`src/hdl/rafls_pkg.sv`:
```
package rafls_pkg;

    localparam int SENSOR_COUNT_DEF = 8;

    localparam int SAMPLE_W = 10;
    localparam int VALUE_W  = 11;
    localparam int SNUM_W   = 4;
    localparam int ENTRY_W  = 8;
    localparam int AXIS_W   = 2;
    localparam int CFG_IDX_W  = 3;
    localparam int CFG_DATA_W = 10;

    localparam logic [SAMPLE_W-1:0] FAULT_LOW_RST  = 10'd24;
    localparam logic [SAMPLE_W-1:0] FAULT_HIGH_RST = 10'd998;
    localparam logic [SAMPLE_W-1:0] SPAN_MIN_RST   = 10'd230;
    localparam logic [SAMPLE_W-1:0] SPAN_MAX_RST   = 10'd932;
    localparam logic [7:0]          DEADBAND_RST   = 8'd5;
    localparam logic [ENTRY_W-1:0]  LOG_START_RST  = 8'd0;

    localparam logic [VALUE_W-1:0] NEUTRAL_OUT = 11'd992;
    localparam logic [VALUE_W-1:0] LOW_OUT     = 11'd173;
    localparam logic [VALUE_W-1:0] HIGH_OUT    = 11'd1811;
    localparam logic [VALUE_W-1:0] OUT_SPAN    = HIGH_OUT - LOW_OUT;

    // product of a 10 bit offset and the output span
    localparam int PROD_W    = SAMPLE_W + VALUE_W;
    localparam int DIV_STEPS = VALUE_W;
    localparam int CNT_W     = 4;

    localparam logic KIND_LOG     = 1'b0;
    localparam logic KIND_CHANNEL = 1'b1;

    typedef enum logic [CFG_IDX_W-1:0] {
        CFG_FAULT_LOW  = 3'd0,
        CFG_FAULT_HIGH = 3'd1,
        CFG_SPAN_MIN   = 3'd2,
        CFG_SPAN_MAX   = 3'd3,
        CFG_DEADBAND   = 3'd4,
        CFG_LOG_START  = 3'd5
    } cfg_idx_t;

    typedef enum logic [2:0] {
        ST_IDLE,
        ST_CHK_A,
        ST_CHK_B,
        ST_SEL,
        ST_MUL,
        ST_DIV,
        ST_EMIT
    } rafls_state_t;

    typedef struct packed {
        logic load;
        logic check;
        logic sel_b;
        logic select;
        logic mul;
        logic div_step;
        logic emit;
    } rafls_cmd_t;

    typedef struct packed {
        logic out_free;
        logic div_last;
    } rafls_sts_t;

endpackage

```
`src/hdl/rafls_ctrl.sv`:
```
module rafls_ctrl
    import rafls_pkg::*;
(
    input  logic       clk,
    input  logic       rst_n,
    input  logic       in_valid,
    output logic       in_ready,
    input  rafls_sts_t sts,
    output rafls_cmd_t cmd
);

    rafls_state_t state_reg;
    rafls_state_t state_next;

    always_ff @(posedge clk or negedge rst_n)
    begin
        if (!rst_n)
        begin
            state_reg <= ST_IDLE;
        end
        else
        begin
            state_reg <= state_next;
        end
    end

    always_comb
    begin
        state_next = state_reg;
        case (state_reg)
            ST_IDLE:
            begin
                if (in_valid)
                begin
                    state_next = ST_CHK_A;
                end
            end
            ST_CHK_A:
            begin
                if (sts.out_free)
                begin
                    state_next = ST_CHK_B;
                end
            end
            ST_CHK_B:
            begin
                if (sts.out_free)
                begin
                    state_next = ST_SEL;
                end
            end
            ST_SEL:
            begin
                state_next = ST_MUL;
            end
            ST_MUL:
            begin
                state_next = ST_DIV;
            end
            ST_DIV:
            begin
                if (sts.div_last)
                begin
                    state_next = ST_EMIT;
                end
            end
            ST_EMIT:
            begin
                if (sts.out_free)
                begin
                    state_next = ST_IDLE;
                end
            end
            default:
            begin
                state_next = ST_IDLE;
            end
        endcase
    end

    always_comb
    begin
        cmd      = '0;
        in_ready = 1'b0;
        case (state_reg)
            ST_IDLE:
            begin
                in_ready = 1'b1;
                cmd.load = in_valid;
            end
            ST_CHK_A:
            begin
                cmd.check = sts.out_free;
            end
            ST_CHK_B:
            begin
                cmd.check = sts.out_free;
                cmd.sel_b = 1'b1;
            end
            ST_SEL:
            begin
                cmd.select = 1'b1;
            end
            ST_MUL:
            begin
                cmd.mul = 1'b1;
            end
            ST_DIV:
            begin
                cmd.div_step = 1'b1;
            end
            ST_EMIT:
            begin
                cmd.emit = sts.out_free;
            end
            default:
            begin
                cmd = '0;
            end
        endcase
    end

endmodule

```
`src/hdl/rafls_dp.sv`:
```
module rafls_dp
    import rafls_pkg::*;
#(
    parameter int SENSOR_COUNT = SENSOR_COUNT_DEF
)
(
    input  logic                  clk,
    input  logic                  rst_n,
    input  logic                  cfg_valid,
    input  logic                  cfg_ready,
    input  logic [CFG_IDX_W-1:0]  cfg_index,
    input  logic [CFG_DATA_W-1:0] cfg_data,
    input  logic [AXIS_W-1:0]     axis,
    input  logic [SAMPLE_W-1:0]   sample_a,
    input  logic [SAMPLE_W-1:0]   sample_b,
    input  rafls_cmd_t            cmd,
    output rafls_sts_t            sts,
    output logic                  out_valid,
    input  logic                  out_ready,
    output logic                  kind,
    output logic [VALUE_W-1:0]    value,
    output logic [SNUM_W-1:0]     sensor_number,
    output logic [ENTRY_W-1:0]    entry_number,
    output logic                  last
);

    localparam int IDX_W = (SENSOR_COUNT > 1) ? $clog2(SENSOR_COUNT) : 1;

    // configuration
    logic [SAMPLE_W-1:0] fault_low_reg;
    logic [SAMPLE_W-1:0] fault_high_reg;
    logic [SAMPLE_W-1:0] span_min_reg;
    logic [SAMPLE_W-1:0] span_max_reg;
    logic [7:0]          deadband_reg;
    logic [ENTRY_W-1:0]  log_idx_reg;
    logic                cfg_wr;

    // input transaction
    logic [AXIS_W-1:0]   axis_reg;
    logic [SAMPLE_W-1:0] a_reg;
    logic [SAMPLE_W-1:0] b_reg;

    // span derived values
    logic [SAMPLE_W:0]   span_sum;
    logic [SAMPLE_W-1:0] mid_reg;
    logic [SAMPLE_W-1:0] diff_reg;
    logic                empty_reg;

    // extremes
    logic [VALUE_W-1:0] hi_ext_reg [SENSOR_COUNT];
    logic [VALUE_W-1:0] lo_ext_reg [SENSOR_COUNT];

    // fault check
    logic [2:0]          sidx;
    logic [5:0]          sidx_w;
    logic [IDX_W-1:0]    slot;
    logic                in_range;
    logic [SAMPLE_W-1:0] reading;
    logic                above;
    logic                below;
    logic                hit;

    // selection and clamp
    logic [SAMPLE_W-1:0] da;
    logic [SAMPLE_W-1:0] db;
    logic [SAMPLE_W-1:0] v_sel;
    logic [SAMPLE_W-1:0] v_lo;
    logic [SAMPLE_W-1:0] v_c;
    logic [SAMPLE_W:0]   db_hi;
    logic [SAMPLE_W:0]   v_plus;
    logic                in_db;
    logic [SAMPLE_W-1:0] v_off_reg;
    logic                neutral_reg;

    // multiply and divide
    logic [PROD_W-1:0]   prod;
    logic [SAMPLE_W-1:0] rem_reg;
    logic [SAMPLE_W-1:0] rem_next;
    logic [VALUE_W-1:0]  q_reg;
    logic [SAMPLE_W:0]   trial;
    logic [SAMPLE_W:0]   trial_sub;
    logic                ge;
    logic [CNT_W-1:0]    cnt_reg;

    // result register
    logic                out_valid_reg;
    logic                kind_reg;
    logic [VALUE_W-1:0]  value_reg;
    logic [SNUM_W-1:0]   snum_reg;
    logic [ENTRY_W-1:0]  entry_reg;
    logic                last_reg;

    assign cfg_wr = cfg_valid && cfg_ready;

    always_ff @(posedge clk or negedge rst_n)
    begin
        if (!rst_n)
        begin
            fault_low_reg  <= FAULT_LOW_RST;
            fault_high_reg <= FAULT_HIGH_RST;
            span_min_reg   <= SPAN_MIN_RST;
            span_max_reg   <= SPAN_MAX_RST;
            deadband_reg   <= DEADBAND_RST;
            log_idx_reg    <= LOG_START_RST;
        end
        else
        begin
            if (cfg_wr)
            begin
                case (cfg_idx_t'(cfg_index))
                    CFG_FAULT_LOW:  fault_low_reg  <= cfg_data;
                    CFG_FAULT_HIGH: fault_high_reg <= cfg_data;
                    CFG_SPAN_MIN:   span_min_reg   <= cfg_data;
                    CFG_SPAN_MAX:   span_max_reg   <= cfg_data;
                    CFG_DEADBAND:   deadband_reg   <= cfg_data[7:0];
                    CFG_LOG_START:  log_idx_reg    <= cfg_data[ENTRY_W-1:0];
                    default:        ;
                endcase
            end
            else if (cmd.check && hit)
            begin
                log_idx_reg <= log_idx_reg + 8'd1;
            end
        end
    end

    always_ff @(posedge clk)
    begin
        if (cmd.load)
        begin
            axis_reg <= axis;
            a_reg    <= sample_a;
            b_reg    <= sample_b;
        end
    end

    // the user keeps config static while an item is in flight; the block does not enforce it
    assign span_sum = {1'b0, span_min_reg} + {1'b0, span_max_reg};

    always_ff @(posedge clk)
    begin
        mid_reg   <= span_sum[SAMPLE_W:1];
        diff_reg  <= span_max_reg - span_min_reg;
        empty_reg <= (span_max_reg <= span_min_reg);
    end

    assign sidx     = {axis_reg, cmd.sel_b};
    assign sidx_w   = {3'b000, sidx};
    assign slot     = sidx_w[IDX_W-1:0];
    assign in_range = (sidx_w < 6'(SENSOR_COUNT));
    assign reading  = cmd.sel_b ? b_reg : a_reg;
    assign above    = in_range && (reading > fault_high_reg)
                      && ({1'b0, reading} > hi_ext_reg[slot]);
    assign below    = in_range && (reading < fault_low_reg)
                      && ({1'b0, reading} < lo_ext_reg[slot]);
    assign hit      = above || below;

    always_ff @(posedge clk or negedge rst_n)
    begin
        if (!rst_n)
        begin
            for (int i = 0; i < SENSOR_COUNT; i++)
            begin
                hi_ext_reg[i] <= NEUTRAL_OUT;
                lo_ext_reg[i] <= NEUTRAL_OUT;
            end
        end
        else if (cmd.check)
        begin
            if (above)
            begin
                hi_ext_reg[slot] <= {1'b0, reading};
            end
            if (below)
            begin
                lo_ext_reg[slot] <= {1'b0, reading};
            end
        end
    end

    assign da     = (a_reg >= mid_reg) ? (a_reg - mid_reg) : (mid_reg - a_reg);
    assign db     = (b_reg >= mid_reg) ? (b_reg - mid_reg) : (mid_reg - b_reg);
    assign v_sel  = (da < db) ? a_reg : b_reg;
    assign v_lo   = (v_sel < span_min_reg) ? span_min_reg : v_sel;
    assign v_c    = (v_lo > span_max_reg) ? span_max_reg : v_lo;
    assign db_hi  = {1'b0, mid_reg} + {3'b000, deadband_reg};
    assign v_plus = {1'b0, v_c} + {3'b000, deadband_reg};
    assign in_db  = ({1'b0, v_c} < db_hi) && (v_plus > {1'b0, mid_reg});

    always_ff @(posedge clk)
    begin
        if (cmd.select)
        begin
            v_off_reg   <= v_c - span_min_reg;
            neutral_reg <= empty_reg || in_db;
        end
    end

    // restoring divider, one quotient bit per cycle
    assign prod      = PROD_W'(v_off_reg) * PROD_W'(OUT_SPAN);
    assign trial     = {rem_reg, q_reg[VALUE_W-1]};
    assign ge        = (trial >= {1'b0, diff_reg});
    assign trial_sub = trial - {1'b0, diff_reg};
    assign rem_next  = ge ? trial_sub[SAMPLE_W-1:0] : trial[SAMPLE_W-1:0];

    always_ff @(posedge clk)
    begin
        if (cmd.mul)
        begin
            rem_reg <= prod[PROD_W-1:VALUE_W];
            q_reg   <= prod[VALUE_W-1:0];
            cnt_reg <= '0;
        end
        else if (cmd.div_step)
        begin
            rem_reg <= rem_next;
            q_reg   <= {q_reg[VALUE_W-2:0], ge};
            cnt_reg <= cnt_reg + 4'd1;
        end
    end

    assign sts.div_last = (cnt_reg == CNT_W'(DIV_STEPS - 1));
    assign sts.out_free = !out_valid_reg || out_ready;

    always_ff @(posedge clk or negedge rst_n)
    begin
        if (!rst_n)
        begin
            out_valid_reg <= 1'b0;
        end
        else if ((cmd.check && hit) || cmd.emit)
        begin
            out_valid_reg <= 1'b1;
        end
        else if (out_ready)
        begin
            out_valid_reg <= 1'b0;
        end
    end

    always_ff @(posedge clk)
    begin
        if (cmd.check && hit)
        begin
            kind_reg  <= KIND_LOG;
            value_reg <= {1'b0, reading};
            snum_reg  <= {1'b0, sidx} + 4'd1;
            entry_reg <= log_idx_reg + 8'd1;
            last_reg  <= 1'b0;
        end
        else if (cmd.emit)
        begin
            kind_reg  <= KIND_CHANNEL;
            value_reg <= neutral_reg ? NEUTRAL_OUT : (q_reg + LOW_OUT);
            snum_reg  <= '0;
            entry_reg <= '0;
            last_reg  <= 1'b1;
        end
    end

    assign out_valid     = out_valid_reg;
    assign kind          = kind_reg;
    assign value         = value_reg;
    assign sensor_number = snum_reg;
    assign entry_number  = entry_reg;
    assign last          = last_reg;

endmodule

```
`src/hdl/redundant_axis_fault_log_and_scale_unit.sv`:
```
// Redundant axis fault logger and channel scaler.
// Input channel (in_valid/in_ready): one transaction per axis with the
// readings of its two redundant sensors. Output channel (out_valid/out_ready):
// zero to two fault log transactions (kind 0) followed by the scaled channel
// transaction (kind 1, last 1). Configuration channel (cfg_valid/cfg_ready,
// cfg_index, cfg_data) is always ready; write it only while the block is idle.
// Order: state CHK_A registers any log record for sensor A, CHK_B the one
// for sensor B; SEL, MUL, the DIV steps and EMIT follow, EMIT registering
// the channel result. CHK_A, CHK_B and EMIT wait for a free output register.
// The bit-serial divider of the linear map and the check, select and multiply
// steps set the rate. One transaction is worked on at a time.
// Reset: configuration returns to its defaults, every stored extreme to 992
// and the log index to 0; the block comes out of reset idle and ready.
// Receiver stall: each result is held in the output register; the sequencer
// waits for that register before writing the next result, so nothing is
// lost and the next input transaction is taken only once the channel result
// has been handed to the output register.
module redundant_axis_fault_log_and_scale_unit
    import rafls_pkg::*;
#(
    parameter int SENSOR_COUNT = SENSOR_COUNT_DEF
)
(
    input  logic                  clk,
    input  logic                  rst_n,
    input  logic                  cfg_valid,
    output logic                  cfg_ready,
    input  logic [CFG_IDX_W-1:0]  cfg_index,
    input  logic [CFG_DATA_W-1:0] cfg_data,
    input  logic                  in_valid,
    output logic                  in_ready,
    input  logic [AXIS_W-1:0]     axis,
    input  logic [SAMPLE_W-1:0]   sample_a,
    input  logic [SAMPLE_W-1:0]   sample_b,
    output logic                  out_valid,
    input  logic                  out_ready,
    output logic                  kind,
    output logic [VALUE_W-1:0]    value,
    output logic [SNUM_W-1:0]     sensor_number,
    output logic [ENTRY_W-1:0]    entry_number,
    output logic                  last
);

    rafls_cmd_t cmd;
    rafls_sts_t sts;

    assign cfg_ready = 1'b1;

    rafls_ctrl u_ctrl (
        .clk      (clk),
        .rst_n    (rst_n),
        .in_valid (in_valid),
        .in_ready (in_ready),
        .sts      (sts),
        .cmd      (cmd)
    );

    rafls_dp #(
        .SENSOR_COUNT (SENSOR_COUNT)
    ) u_dp (
        .clk           (clk),
        .rst_n         (rst_n),
        .cfg_valid     (cfg_valid),
        .cfg_ready     (cfg_ready),
        .cfg_index     (cfg_index),
        .cfg_data      (cfg_data),
        .axis          (axis),
        .sample_a      (sample_a),
        .sample_b      (sample_b),
        .cmd           (cmd),
        .sts           (sts),
        .out_valid     (out_valid),
        .out_ready     (out_ready),
        .kind          (kind),
        .value         (value),
        .sensor_number (sensor_number),
        .entry_number  (entry_number),
        .last          (last)
    );

endmodule

```
`config.mk`:
```
export PLATFORM = sky130hd
export DESIGN_NAME = redundant_axis_fault_log_and_scale_unit
export DESIGN_NICKNAME = d
export VERILOG_FILES = /design/src/hdl/rafls_pkg.sv /design/src/hdl/rafls_ctrl.sv /design/src/hdl/rafls_dp.sv /design/src/hdl/redundant_axis_fault_log_and_scale_unit.sv
export SDC_FILE = /design/constraint.sdc
export NUM_CORES = 1
export LEC_CHECK = 0
export ABC_AREA = 0
export BUFFER_PORTS_ARGS = -buffer_cell sky130_fd_sc_hd__buf_4
export CORE_MARGIN = 8
export CORE_UTILIZATION = 64
export DETAILED_ROUTE_END_ITERATION = 7
export GPL_ROUTABILITY_DRIVEN = 0
export PLACE_DENSITY = 0.82
export SYNTH_ARGS = -nofsm -noshare
export SYNTH_HDL_FRONTEND = slang
export SYNTH_SLANG_ARGS = --single-unit
```
`constraint.sdc`:
```
create_clock -name clk -period 12.4 [get_ports clk]
set_input_delay 0.62 -clock clk [delete_from_list [all_inputs] [get_ports clk]]
set_output_delay 0.62 -clock clk [all_outputs]
set_load 0.1 [all_outputs]
```
# Word level (Yosys, flattened, before mapping)
# Cells that the tools add are included.
[totals]
register_bits = 339
in_bits = 40
out_inout_bits = 28
elab_cells = 166
[op_classes]
addsub = 14
multipliers = 1
n_lt_le_gt_ge = 16
eq_ne = 18
n_mux = 47
n_bitwise = 1
reduce_logical = 28
[ops]
columns = ["operator", "n"]
rows = [
  ["$bwmux W88", 2],
  ["$mux W10", 11],
  ["$mux W11", 8],
  ["$sub A10 B10 Y10", 7],
  ["$bmux W11 S3", 2],
  ["$mux W8", 5],
  ["$demux W11 S3", 1],
  ["$lt A10 B10 Y1", 3],
  ["$add A10 B8 Y11", 2],
  ["$lt A10 B11 Y1", 2],
  ["$pmux W3 S7", 1],
  ["$ge A10 B10 Y1", 2],
  ["$gt A10 B10 Y1", 2],
  ["$mul A10 B10 Y20 const B", 1],
  ["$reduce_and A2 Y1", 8],
  ["$eq A3 B3 Y1 const B", 5],
  ["$mux W3", 5],
  ["$eq A3 B2 Y1 const B", 4],
  ["$add A10 B10 Y11", 1],
  ["$add A11 B8 Y11 const B", 1],
  ["$ge A11 B10 Y1", 1],
  ["$gt A10 B11 Y1", 1],
  ["$gt A11 B10 Y1", 1],
  ["$le A10 B10 Y1", 1],
  ["other kinds (20)", 48],
]

# Longest topological paths before layout
# Gate-level depths: netlist (run 1).
[depth]
word_depth = 12
ltp_mapped = 53
mapped_depth_nobuf = 50

# Hierarchy
# Synthesis (run 1) repeated with hierarchy kept, for this count alone.
[unflattened]
hier_cells = 2250
hier_area_um2 = 21463.1
[modules_own_cells]
columns = ["mod", "instances", "cells_each", "area_each_um2", "seq_area_each_um2"]
rows = [
  ["rafls_dp", 1, 2222, 21221.6, 8369.3],
  ["rafls_ctrl", 1, 26, 230.2, 75.1],
  ["redundant_axis_fault_log_and_scale_unit", 1, 2, 11.3, 0.0],
]

# Least setup slack after synthesis (run 1)
# No wires, ideal clock.
[synth_timing]
path_type = "reg2reg"
start = "reg u_dp.mid_reg[1]"
end = "reg u_dp.neutral_reg (data pin)"
setup_time_ns = 0.259
t_arrival_ns = 9.971
required_time_ns = 12.141
setup_slack_ns = 2.170
path_stages_with_launch = 50
n_path_buf = 4
period_less_slack_ns = 10.230
path_cell_list = "dfxtp_1 -> inv_1 -> fa_1 -> a21o_1 -> a21oi_1 -> o21ai_0 -> a2111oi_0 -> nor3_1 -> clkbuf_1 -> o21bai_1 -> nand3_1 -> xnor2_1 -> ha_1 -> a21o_1 -> a21oi_1 -> o2111ai_1 -> nand2_1 -> clkbuf_1 -> (+14 left out) -> a22oi_1 -> clkbuf_1 -> mux2_2 -> ha_1 -> a21o_1 -> a21o_1 -> a21oi_1 -> nor2_1 -> o21ai_0 -> a21oi_1 -> o21a_1 -> o21ai_0 -> xnor2_1 -> ha_1 -> nand4_1 -> or3_1 -> a32oi_1 -> o21bai_1"
[synth_via]
elab_chain_cells = 12
word_cells_on_any_way = 20
classes_between = "add/sub (6); order compare (7); mux (5); reduce/logical (2)"
[synth_lines]
columns = ["element", "line", "text"]
rows = [
  ["start: declaration", "rafls_dp.sv:45", "logic [SAMPLE_W-1:0] mid_reg;"],
  ["start signal: assignment", "rafls_dp.sv:142", "mid_reg <= span_sum[SAMPLE_W:1];"],
  ["$sub A10 B10 Y10 (tied with other cells)", "rafls_dp.sv:181", "assign da = (a_reg >= mid_reg) ? (a_reg - mid_reg) : (mid_reg - a_reg);"],
  ["$mux W10 (on tied branches)", "rafls_dp.sv:181, rafls_dp.sv:182", ""],
  ["$lt A10 B10 Y1", "rafls_dp.sv:183", "assign v_sel = (da < db) ? a_reg : b_reg;"],
  ["$mux W10", "rafls_dp.sv:183", ""],
  ["$lt A10 B10 Y1", "rafls_dp.sv:184", "assign v_lo = (v_sel < span_min_reg) ? span_min_reg : v_sel;"],
  ["$mux W10", "rafls_dp.sv:184", ""],
  ["$gt A10 B10 Y1", "rafls_dp.sv:185", "assign v_c = (v_lo > span_max_reg) ? span_max_reg : v_lo;"],
  ["$mux W10", "rafls_dp.sv:185", ""],
  ["$add A10 B8 Y11", "rafls_dp.sv:187", "assign v_plus = {1'b0, v_c} + {3'b000, deadband_reg};"],
  ["$gt A11 B10 Y1", "rafls_dp.sv:188", "assign in_db = ({1'b0, v_c} < db_hi) && (v_plus > {1'b0, mid_reg});"],
  ["$logic_and A1 B1 Y1 (*)", "rafls_dp.sv:188", ""],
  ["$logic_or A1 B1 Y1 (*)", "rafls_dp.sv:195", "neutral_reg <= empty_reg || in_db;"],
  ["end signal: assignment", "rafls_dp.sv:195", ""],
  ["end: declaration", "rafls_dp.sv:73", "logic neutral_reg;"],
]
# Every way passes the cells marked *; elsewhere a longest branch is shown, timed or not.
# A chain may end at the register's enable or synchronous reset.

# Worst setup path after layout (run 1)
# Same ends and word-level chain as after synthesis.

==> flow_summary_export.csv, run 1 <==
group,metric,value,unit
clock_tree,cts_buffers,38,
worst_setup_path,crit_fanout,16,
sta,min_period,11.36,ns
worst_setup_path,cp-end-kind,"flip-flop",
clock_tree,cts_tree,"yes",
clock_tree,clk_pin_slew,0.06,ns
sta,relSlewSlack,20.3,%
layout,n_antenna_cell,0,
worst_setup_path,cp.arrival,11.66,ns
detailed_routing,routedWlPerCell,20.8,um
placed_design,dpl.hpwl,38900,um
synth,synth.area.top_cells,"ha_1 (14%), dfrtp_1 (14%), dfstp_2 (12%), edfxtp_1 (10%), mux2_2 (10%)",
hold_path,hold_class,"in2async",
global_route,grt_pass1_vias,17076,
clock_tree,htreeDepth,2,
floorplanning,num_io_pins,68,
detailed_routing,drcViolationCount,0,
worst_setup_path,rr_worst_depth,44,
detailed_routing,drtIter0Drc,1457,
clock_tree,cts_buffer_depth,3,
worst_setup_path,rr_endpoint,"u_dp.neutral_reg$_DFFE_PP_",
sta,slew_violations,0,
synth,ys_warn_count,0,
global_route,overflow,0,
sta,rsz0062_at_grt,"false",
worst_setup_path,crit_path_max_incr_delay,0.57,ns
run_status,status,"complete, no violations",
placed_design,port_buffers,66,
floorplanning,dieArea,40400,um^2
clock_tree,cts_sinks,323,
global_route,grt_max_degree,90,
synth,synth_area_leader_cell,"ha_1",
layout,area_growth_syn_to_layout,10.5,%
synth,yosys.area.top_type_share,14.3,%
synth,yosysMostFrequentCell,"ha_1",
floorplanning,initial_utilization,65.1,%
floorplanning,core_area,33600,um^2
clock_tree,clockRootBuffer,"clkbuf_16",
synth,synth_area,21900,um^2
clock_tree,cts_resized,0,
detailed_routing,viasPerCell,6.30,
synth,synth-seq-cells,323,
detailed_routing,wl,55100,um
worst_setup_path,r2r_start,"u_dp.mid_reg[1]$_DFF_P_",
detailed_routing,via_count,16667,
worst_setup_path,start_kind,"flip-flop",
clock_tree,postCtsSetupRepairBufs,0,
job,max_cap_violations,0,
worst_setup_path,cp_common_cell,"ha_1",
synth,async_reset_ff_share,68.1,%
synth,synth_common_cells,"ha_1 (251), mux2_2 (198), inv_1 (190), nand2_1 (165), a21oi_1 (153)",
layout,layout-drive-gt1-share,22.1,%
detailed_routing,dr.pass1.iters,5,
clock_tree,clkLatencyLatePin,0.54,ns
layout,fillers,2342,
worst_setup_path,critical_path_required,12.70,ns
synth,synth_ff_type,"dfrtp_1",
worst_setup_path,cp_slowest_cell,"a22oi_2",
global_route,antenna_found_initial,0,
global_route,track_usage,26.7,%
synth,netlist_instances,2118,
sta,setup_violations,0,
floorplanning,chipWidth,201,um
sta,fmax,0.0880,GHz
layout,fin_util,72.0,%
sta,hold_viol,0,
synth,ys_seq_area_share,38.6,%
synth,synth_cell_type_count,80,
floorplanning,rows,67,
worst_setup_path,r2r_setup_slack,1.04,ns
sta,skew,0.0191,ns
sta,tns,0,ns
sta,fin_crit_sh,91.7,%
floorplanning,die_y,201,um
worst_setup_path,worstSetupPathType,"reg2reg",
synth,synth_edf_count,75,
clock_tree,cts_hold_buf,0,
synth,postSynthAreaPerCell,10.3,um^2
sta,worst_pin_slew,1.20,ns
layout,fin_nets,2491,
global_route,grt_pass1_wl,88900,um
detailed_routing,ant_nets,0,
synth,syn_nets,2440,
## metrics by stage
stage	instance area, um^2	std cells	hold WS [ns]	setup slack (ns)
after floorplan	21900	2118	0.324	2.17
final	24200	2647	0.0319	1.04
after global routing	24200	2647	0.0755	0.166
after global placement	22800	2577	0.461	1.45
after CTS	24200	2647	0.0574	0.914
after detailed placement	22800	2577	0.481	0.962
## layout by cell type, fill, tap and decap left out, types with 86 or more instances in the layout
master,instances
dfstp_2,101
inv_1,190
a21oi_1,153
o21ai_0,106
nor2_1,121
dfrtp_1,119
ha_1,251
buf_4,86
nand2_1,165
mux2_2,198
## worst max-delay path: cells and delay by family (launching register included)
| kind | cells | cell delay [ns] |
|---|---|---|
| AO/OA/AOI/OAI | 23 | 5.02 |
| XOR/XNOR | 2 | 0.32 |
| adder cells (fa/ha/maj) | 6 | 1.97 |
| buffers and inverters | 4 | 0.85 |
| flip-flops | 1 | 0.55 |
| multiplexers | 3 | 1.20 |
| AND/OR/NAND/NOR | 6 | 1.19 |
## cell type report
class	instances	area, um^2	area share, %
Clock buffer	51	1070	4.43
Clock inverter	19	272	1.12
Inverter	191	722	2.98
Multi-Input combinational cell	1528	12500	51.5
Sequential cell	323	8440	34.9
Tap cell	448	561	2.32
Timing Repair Buffer	87	661	2.73
## layer usage
layer	track usage [%]	vias to the layer above	part of all wire [%]
met5	0	-	0
li1	-	7644	-
met4	13.4	0	4.9
met3	4.79	182	7.1
met2	43.2	661	47
met1	34.2	8180	41
## cell families (layout without fill, tap and decap cells)
logic type	Yosys count	in the layout	synth area share, %
compound gates	468	468	13.3
simple gates	432	432	9.13
flops	323	323	38.6
fa+ha+maj	282	282	17.2
buf+inv	267	348	4.70
mux	260	260	13.7
xor+xnor	85	85	3.40
other cells	1	1	0.0171
## worst max-delay path by stage
stage | start | end | slack (ns) | cells past startpoint
2_1_floorplan | u_dp.mid_reg[1]$_DFF_P_ | u_dp.neutral_reg$_DFFE_PP_ | 2.17 | 49
3_3_place_gp | u_dp.mid_reg[1]$_DFF_P_ | u_dp.neutral_reg$_DFFE_PP_ | 1.45 | 46
3_5_place_dp | u_dp.mid_reg[1]$_DFF_P_ | u_dp.neutral_reg$_DFFE_PP_ | 0.96 | 44
4_1_cts | u_dp.mid_reg[1]$_DFF_P_ | u_dp.neutral_reg$_DFFE_PP_ | 0.91 | 44
5_1_grt | u_dp.mid_reg[1]$_DFF_P_ | u_dp.neutral_reg$_DFFE_PP_ | 0.17 | 45
6_report | u_dp.mid_reg[1]$_DFF_P_ | u_dp.neutral_reg$_DFFE_PP_ | 1.04 | 44
Power of run 1 is left out: the tool's default activity adds up to more than one toggle a clock period on the data nets, which glitch-free logic cannot reach.
==> run 2: changes to the inputs <==
ABC_AREA = 1   (was 0)
==> run 2 against run 1 <==
Die area decreased by 2.8%. Hold slack improved by 0.074 ns. Critical endpoint unchanged. First-iteration DRC count increased by 29%. Area after synthesis decreased by 3.0%. Via count increased by 8.6%. Register-to-register slack improved by 0.81 ns. Flip-flop and latch count unchanged. Highest routed layer unchanged. Synthesized cell count increased by 18%. Core utilization decreased by 0.82 points. Maximum frequency increased by 7.7%.
==> flow_summary_export.csv, run 2 <==
group,metric,value,unit
layout,multi_input_area,11200,um^2
sta,slew_violations,0,
synth,yosys.area.top_type_share,14.8,%
worst_setup_path,cp.arrival,10.94,ns
sta,tns,0,ns
detailed_routing,routedWlPerCell,19.2,um
detailed_routing,dr.pass1.iters,6,
sta,worst_pin_slew,1.19,ns
global_route,antenna_found_initial,2,
clock_tree,cts_tree,"yes",
worst_setup_path,critical_path_required,12.79,ns
sta,skew,0.0270,ns
layout,fillers,2441,
synth,synth_edf_count,75,
synth,synth_cell_type_count,62,
floorplanning,initial_utilization,65.1,%
sta,rsz0062_at_grt,"false",
clock_tree,cts_buffer_depth,3,
synth,yosysMostFrequentCell,"nand2_1",
layout,final_cell_mix,"nand2_1 (567), inv_1 (309), o21ai_0 (260), ha_1 (251), a21oi_1 (141)",
global_route,track_usage,29.3,%
layout,regArea,8440,um^2
sta,setup_violations,0,
clock_tree,htreeDepth,2,
floorplanning,core_area,32600,um^2
job,max_cap_violations,0,
layout,fin_nets,2841,
clock_tree,cts_resized,0,
floorplanning,dieArea,39300,um^2
layout,area_growth_syn_to_layout,9.30,%
synth,synth_common_cells,"nand2_1 (567), inv_1 (309), o21ai_0 (260), ha_1 (251), a21oi_1 (141)",
global_route,grt_pass1_vias,17759,
worst_setup_path,startpoint,"u_dp.mid_reg[1]$_DFF_P_",
worst_setup_path,start_kind,"flip-flop",
worst_setup_path,r2r_start,"u_dp.mid_reg[1]$_DFF_P_",
floorplanning,rows,66,
hold_path,hold_class,"in2async",
synth,syn_nets,2812,
synth,netlist_instances,2490,
detailed_routing,viasPerCell,6.06,
detailed_routing,via_count,18107,
synth,synthSimpleGateAreaFrac,15.2,%
global_route,grt_max_degree,81,
synth,synth.area.top_cells,"ha_1 (15%), dfrtp_1 (14%), dfstp_2 (12%), edfxtp_1 (11%), nand2_1 (10%)",
layout,layout_commonest_cell,"nand2_1",
synth,synth_compound_area_share,16.0,%
global_route,overflow,0,
clock_tree,clkLatencyLatePin,0.53,ns
clock_tree,clk_pin_slew,0.06,ns
synth,synth_ff_type,"dfrtp_1",
detailed_routing,ant_nets,0,
worst_setup_path,cp-end-kind,"flip-flop",
worst_setup_path,worstSetupPathType,"reg2reg",
synth,synth_top_family_by_area,"adder cells",
run_status,status,"complete, no violations",
synth,ys_warn_count,0,
clock_tree,postCtsSetupRepairBufs,0,
sta,hold_viol,0,
clock_tree,cts_buffers,35,
floorplanning,num_io_pins,68,
synth,synth_area,21200,um^2
clock_tree,cts_sinks,323,
detailed_routing,drcViolationCount,0,
layout,layout-drive-gt1-share,10.4,%
synth,async_reset_ff_share,68.1,%
synth,postSynthAreaPerCell,8.53,um^2
floorplanning,chipWidth,198,um
sta,fmax,0.0947,GHz
detailed_routing,wl,57300,um
synth,synth_xor_xnor_area_share,3.51,%
synth,synth_fa_ha_area_share,17.7,%
layout,fin_util,71.2,%
floorplanning,die_y,198,um
worst_setup_path,cp_slowest_cell,"o21ai_0",
synth,ys_seq_area_share,39.8,%
sta,relSlewSlack,20.4,%
detailed_routing,drtIter0Drc,1876,
synth,muxShareOfSynthArea,0.300,%
sta,min_period,10.56,ns
placed_design,dpl.hpwl,41600,um
sta,fin_crit_sh,85.1,%
clock_tree,clockRootBuffer,"clkbuf_16",
synth,synth-seq-cells,323,
global_route,grt_pass1_wl,91800,um
worst_setup_path,crit_fanout,19,
synth,synth_area_leader_cell,"ha_1",
clock_tree,cts_hold_buf,0,
worst_setup_path,crit_path_max_incr_delay,0.75,ns
placed_design,port_buffers,66,
run 2: changes by cell type in the layout (fill, tap and decap cells not counted), sizes merged, moves of 25 or more:
| cell | delta |
|---|---|
| nand2 | +400 |
| o21ai | +229 |
| mux2 | -204 |
| inv | +121 |
| nand3 | +46 |
| mux2i | -40 |
| xnor2 | -33 |
| xor2 | +33 |
| nor2 | -30 |
| a21o | -27 |
| nor2b | -25 |
run 2: critical path, delay by kind of cell (launching register included):
kind	cells	cell delay [ns]
AOI/OAI and AO/OA	23	4.16
and+or+nand+nor	17	2.62
adders and majority gates	6	2.24
buffers and inverters	5	0.61
DFF	1	0.55
xor gates and xnor gates	2	0.23
run 2: layout make-up:
type / instances / share of cell area, %
antenna: 2 / 0.0216
clock buffer: 50 / 4.51
clock inverter: 14 / 0.712
inverter: 312 / 5.06
multi-input combinational: 1767 / 48.3
sequential: 323 / 36.4
tap: 442 / 2.38
timing repair buffer: 80 / 2.61
run 2: path summary, 6_finish.rpt:
check,endpoint,slack (ns),cells after the start
max in group asynchronous,u_dp.deadband_reg[7]$_DFFE_PN0P_,10.78,2
setup / recovery,u_dp.neutral_reg$_DFFE_PP_,1.84,53
hold reg to reg,u_dp.lo_ext_reg[19]$_DFFE_PN1P_,0.47,2
setup reg to reg,u_dp.neutral_reg$_DFFE_PP_,1.84,53
hold / removal,u_dp.lo_ext_reg[36]$_DFFE_PN0P_,0.11,1
min in group clk,u_dp.axis_reg[0]$_DFFE_PP_,0.28,1
run 2: metrics by stage:
step | cells | cell area, um^2 | hold slack [ns] | setup WS [ns]
5_1_grt | 2989 | 23200 | 0.158 | 0.993
3_5_place_dp | 2924 | 22000 | 0.465 | 2.09
4_1_cts | 2988 | 23200 | 0.135 | 2.07
2_1_floorplan | 2490 | 21200 | 0.324 | 3.83
3_3_place_gp | 2924 | 22000 | 0.462 | 2.80
6_report | 2990 | 23200 | 0.106 | 1.84
run 2: kinds of logic (layout without fill, tap and decap cells):
logic type / Yosys count / after routing
adders and majority gates: 282 / 282
and+or+nand+nor: 786 / 786
buffers and inverters: 400 / 456
AOI/OAI and AO/OA: 607 / 607
other: 1 / 3
DFF: 323 / 323
muxes: 6 / 6
xor gates and xnor gates: 85 / 85
run 2: per-layer routing:
metal / global-route usage, % / vias up / part of all wire [%]
met4: 14.9 / 0 / 5.6
met2: 45.9 / 957 / 45
li1: - / 8411 / -
met5: 0 / - / 0
met1: 38.2 / 8503 / 40
met3: 5.98 / 236 / 9.3
Power of run 2 is left out for the same reason.
